### src/sv/dts_pkg.sv
// ----------------------------------------------------------------------------
// Deadline task scheduler package
// Sizes, function codes, status codes, task kinds and sequencer states.
// ----------------------------------------------------------------------------
package dts_pkg;

	localparam int SLOTS     = 32;
	localparam int SLOT_W    = $clog2(SLOTS);
	localparam int IDX_W     = $clog2(SLOTS + 1);
	localparam int FRAC_BITS = 24;

	// root of the queue, also the code for "no slot"
	localparam logic [IDX_W-1:0] ROOT = IDX_W'(SLOTS);

	typedef enum logic [2:0] {
		F_ADD_SLEEP = 3'd0,
		F_ADD_PER   = 3'd1,
		F_ADJUST    = 3'd2,
		F_WAKE      = 3'd3,
		F_CANCEL    = 3'd4,
		F_DISPATCH  = 3'd5,
		F_COMPLETE  = 3'd6,
		F_NOP       = 3'd7
	} func_t;

	typedef enum logic [1:0] {
		ST_OK      = 2'd0,
		ST_NO_SLOT = 2'd1,
		ST_NOT_DUE = 2'd2,
		ST_NOT_RUN = 2'd3
	} status_t;

	typedef enum logic [1:0] {
		K_CANCELED = 2'd0,
		K_SLEEP    = 2'd1,
		K_PERIODIC = 2'd2,
		K_UNUSED   = 2'd3
	} kind_t;

	typedef enum logic [5:0] {
		S_IDLE   = 6'b000001,
		S_DECODE = 6'b000010,
		S_APPLY  = 6'b000100,
		S_SEEK   = 6'b001000,
		S_INS    = 6'b010000,
		S_CAN    = 6'b100000
	} state_t;

endpackage

### src/sv/dts_mul.sv
// ----------------------------------------------------------------------------
// Interval multiplier
// Registered 32x32 product of an 8.24 interval and the tick frequency.
// ----------------------------------------------------------------------------
module dts_mul import dts_pkg::*; (
	input  logic        clk,
	input  logic [31:0] a,
	input  logic [31:0] b,
	output logic [31:0] ticks
);

	logic [63:0] prod_s1;

	always_ff @(posedge clk) begin
		prod_s1 <= 64'(a) * 64'(b);
	end

	assign ticks = prod_s1[FRAC_BITS+31:FRAC_BITS];

endmodule

### config.mk
export PLATFORM = sky130hd
export DESIGN_NAME = dts_mul
export DESIGN_NICKNAME = d
export VERILOG_FILES = /design/src/sv/dts_pkg.sv /design/src/sv/dts_mul.sv
export SDC_FILE = /design/constraint.sdc
export NUM_CORES = 2
export LEC_CHECK = 0
export ABC_AREA = 1
export BUFFER_PORTS_ARGS = -buffer_cell sky130_fd_sc_hd__buf_4
export CORE_UTILIZATION = 60
export DETAILED_ROUTE_END_ITERATION = 10
export GPL_TIMING_DRIVEN = 0
export PLACE_DENSITY_LB_ADDON = 0.3
export SLEW_MARGIN = 20
export SYNTH_ARGS = -nofsm -noshare
export SYNTH_HDL_FRONTEND = slang
export SYNTH_SLANG_ARGS = --single-unit
export TNS_END_PERCENT = 100
### constraint.sdc
create_clock -name clk -period 18 [get_ports clk]
set_clock_uncertainty 0.15 [all_clocks]
set_input_delay 2.7 -clock clk [delete_from_list [all_inputs] [get_ports clk]]
set_output_delay 2.7 -clock clk [all_outputs]
set_load 0.02 [all_outputs]
==> out/metrics.yaml <==
ctsHoldBuffers: 0
crit_type: "in2reg"
largest_registers: "prod_s1: 32 flops"
dieArea_sq_um: 57600
grt_pass1_wl_microns: 181300
worstMarginPinSlew_ns: 1.319
synth_cell_types: 28
drv_cap: 0
layout_min_cycle_time_ns: 10.54
crit_family: "adder cells"
yosysTopAreaCell: "fa_1"
startpoint_type: "input pin"
min_path_type: "in2reg"
grtUsageTotal_pct: 43.92
port_buffers: 88
final-setup-viol-count: 0
holdPathEnd: "prod_s1[36]$_DFF_P_"
first_pass_iters: 6
final_cell_mix: "inv_1, nand2_1, fa_1"
utilization_pct: 64.48
clk_pin_slew_ns: 0.05
start_util_pct: 61.21
synth_top_cell_area_share_pct: 51.19
syn-num-nets: 5691
yosys_warnings: 0
cts.sinks: 32
cts_root_buffer: "clkbuf_16"
ant_nets: 0
post_cts_buffers: 0
netlist_instances: 4548
required_ns: 17.98
crit_fanout: 10
nNetsFinal: 5787
grt-ovfl-total: 0
yosys_register_bits: 32
gp_congestion: 1.063
fmax_mhz: 94.89
synth_seq_area_share_pct: 1.885
vias: 29230
tns_ns: 0
syn_area_sq_um: 33980
whs_ns: 2.984
num_rows: 86
status: "finished clean"
critPathBufInv: 8
cts_max_level: 2
worstSetupEndpointType: "register"
cts_tree: "built"
syn_avg_cell_area_sq_um: 7.472
rsz0062_at_grt: "false"
core_area_sq_um: 55520
largest_register_ffs: 32
yosys-top-cells-area: "fa_1, inv_1, nand2_1"
areaGrowthSynthToFinish_pct: 5.349
arrival_ns: 10.52
place_hpwl_microns: 100900
fillers: 5110
fin_crit_sh_pct: 58.55
drt-initial-drc-count: 3105
fp.dieH_microns: 240.0
antenna_found_initial: 10
whs_path_depth: 8
slew_violations: 0
vias_per_cell: 5.418
cts_buffers: 5
critPathSlowestCell: "buf_1"
num_io_pins: 97
critical_path.max_stage_delay_ns: 0.74
drive_above_1_share_pct: 2.756
grt_max_degree: 11
wl_per_cell_microns: 22.19
relSlewSlack_pct: 12.07
finalWirelength_microns: 119700
die_w_microns: 240.0
finalHoldViolCount: 0
drc: 0
post_cts_resized: 0
final_common_cell: "inv_1"
first_global_vias: 29940
top_register: "prod_s1"
clockBufferDepth: 2
hold_start: "a[0]"
==> Yosys cell counts <==
library cell	instances
a21boi_0	1
a21o_1	6
a21oi_1	62
and3b_1	1
buf_1	13
buf_2	8
clkbuf_1	171
dfxtp_1	32
fa_1	869
ha_1	209
inv_1	1547
nand2_1	1360
nand2_2	4
nand3_1	58
nand3b_1	1
nand4_1	16
nor2_1	121
nor2_2	2
nor3_1	10
nor3_2	1
nor4_1	3
o211ai_1	1
o21a_1	1
o21ai_0	24
o21ai_1	1
o21bai_1	15
xnor2_1	5
xor2_1	6
==> kinds of logic (layout without fill, tap and decap cells) <==
family | count (synthesis) | after routing | synth area share, %
buffers and inverters | 1739 | 1836 | 19.24
AND/OR/NAND/NOR | 1577 | 1577 | 17.90
adder cells (fa/ha/maj) | 1078 | 1078 | 58.89
AO/OA/AOI/OAI | 111 | 111 | 1.811
flip-flops | 32 | 32 | 1.885
XOR/XNOR | 11 | 11 | 0.2835
other | 0 | 3 | 0
==> final cells by class <==
class / count / area, sq um / share of cell area, %
well taps: 748 / 935.9 / 2.614
repair buffers: 89 / 671.9 / 1.877
clock buffers: 7 / 152.6 / 0.4264
plain buffers: 192 / 750.7 / 2.097
flip-flops and latches: 32 / 640.6 / 1.789
clock inverters: 1 / 30.03 / 0.08388
inverters: 1547 / 5807 / 16.22
diodes: 3 / 7.507 / 0.02097
multi-input cells: 2777 / 26810 / 74.87
==> per-layer routing <==
| layer | track usage [%] | routed length, microns |
|---|---|---|
| met5 | 0 | 58 |
| met4 | 26.69 | 8838 |
| met2 | 63.93 | 50610 |
| met1 | 55.77 | 42140 |
| met3 | 16.21 | 18100 |
==> per-stage QoR <==
stage	std cells	setup slack, ns	cell area (sq um)
2_1_floorplan	4548	9.113	33980
3_3_place_gp	5384	7.156	35580
3_5_place_dp	5384	7.218	35580
4_1_cts	5392	7.487	35770
5_1_grt	5393	7.206	35790
6_report	5396	7.461	35800
==> worst max-delay path by stage <==
stage / startpoint / end / slack, ns / cells after the start
2_1_floorplan: a[27] / prod_s1[43]$_DFF_P_ / 9.11 / 25
5_1_grt: a[27] / prod_s1[55]$_DFF_P_ / 7.21 / 28
6_report: a[27] / prod_s1[55]$_DFF_P_ / 7.46 / 28
3_5_place_dp: a[27] / prod_s1[55]$_DFF_P_ / 7.22 / 28
3_3_place_gp: a[27] / prod_s1[55]$_DFF_P_ / 7.16 / 28
4_1_cts: a[27] / prod_s1[55]$_DFF_P_ / 7.49 / 28
Power is left out: the tool's default activity adds up to more than one toggle a clock period on the data nets, which glitch-free logic cannot reach.
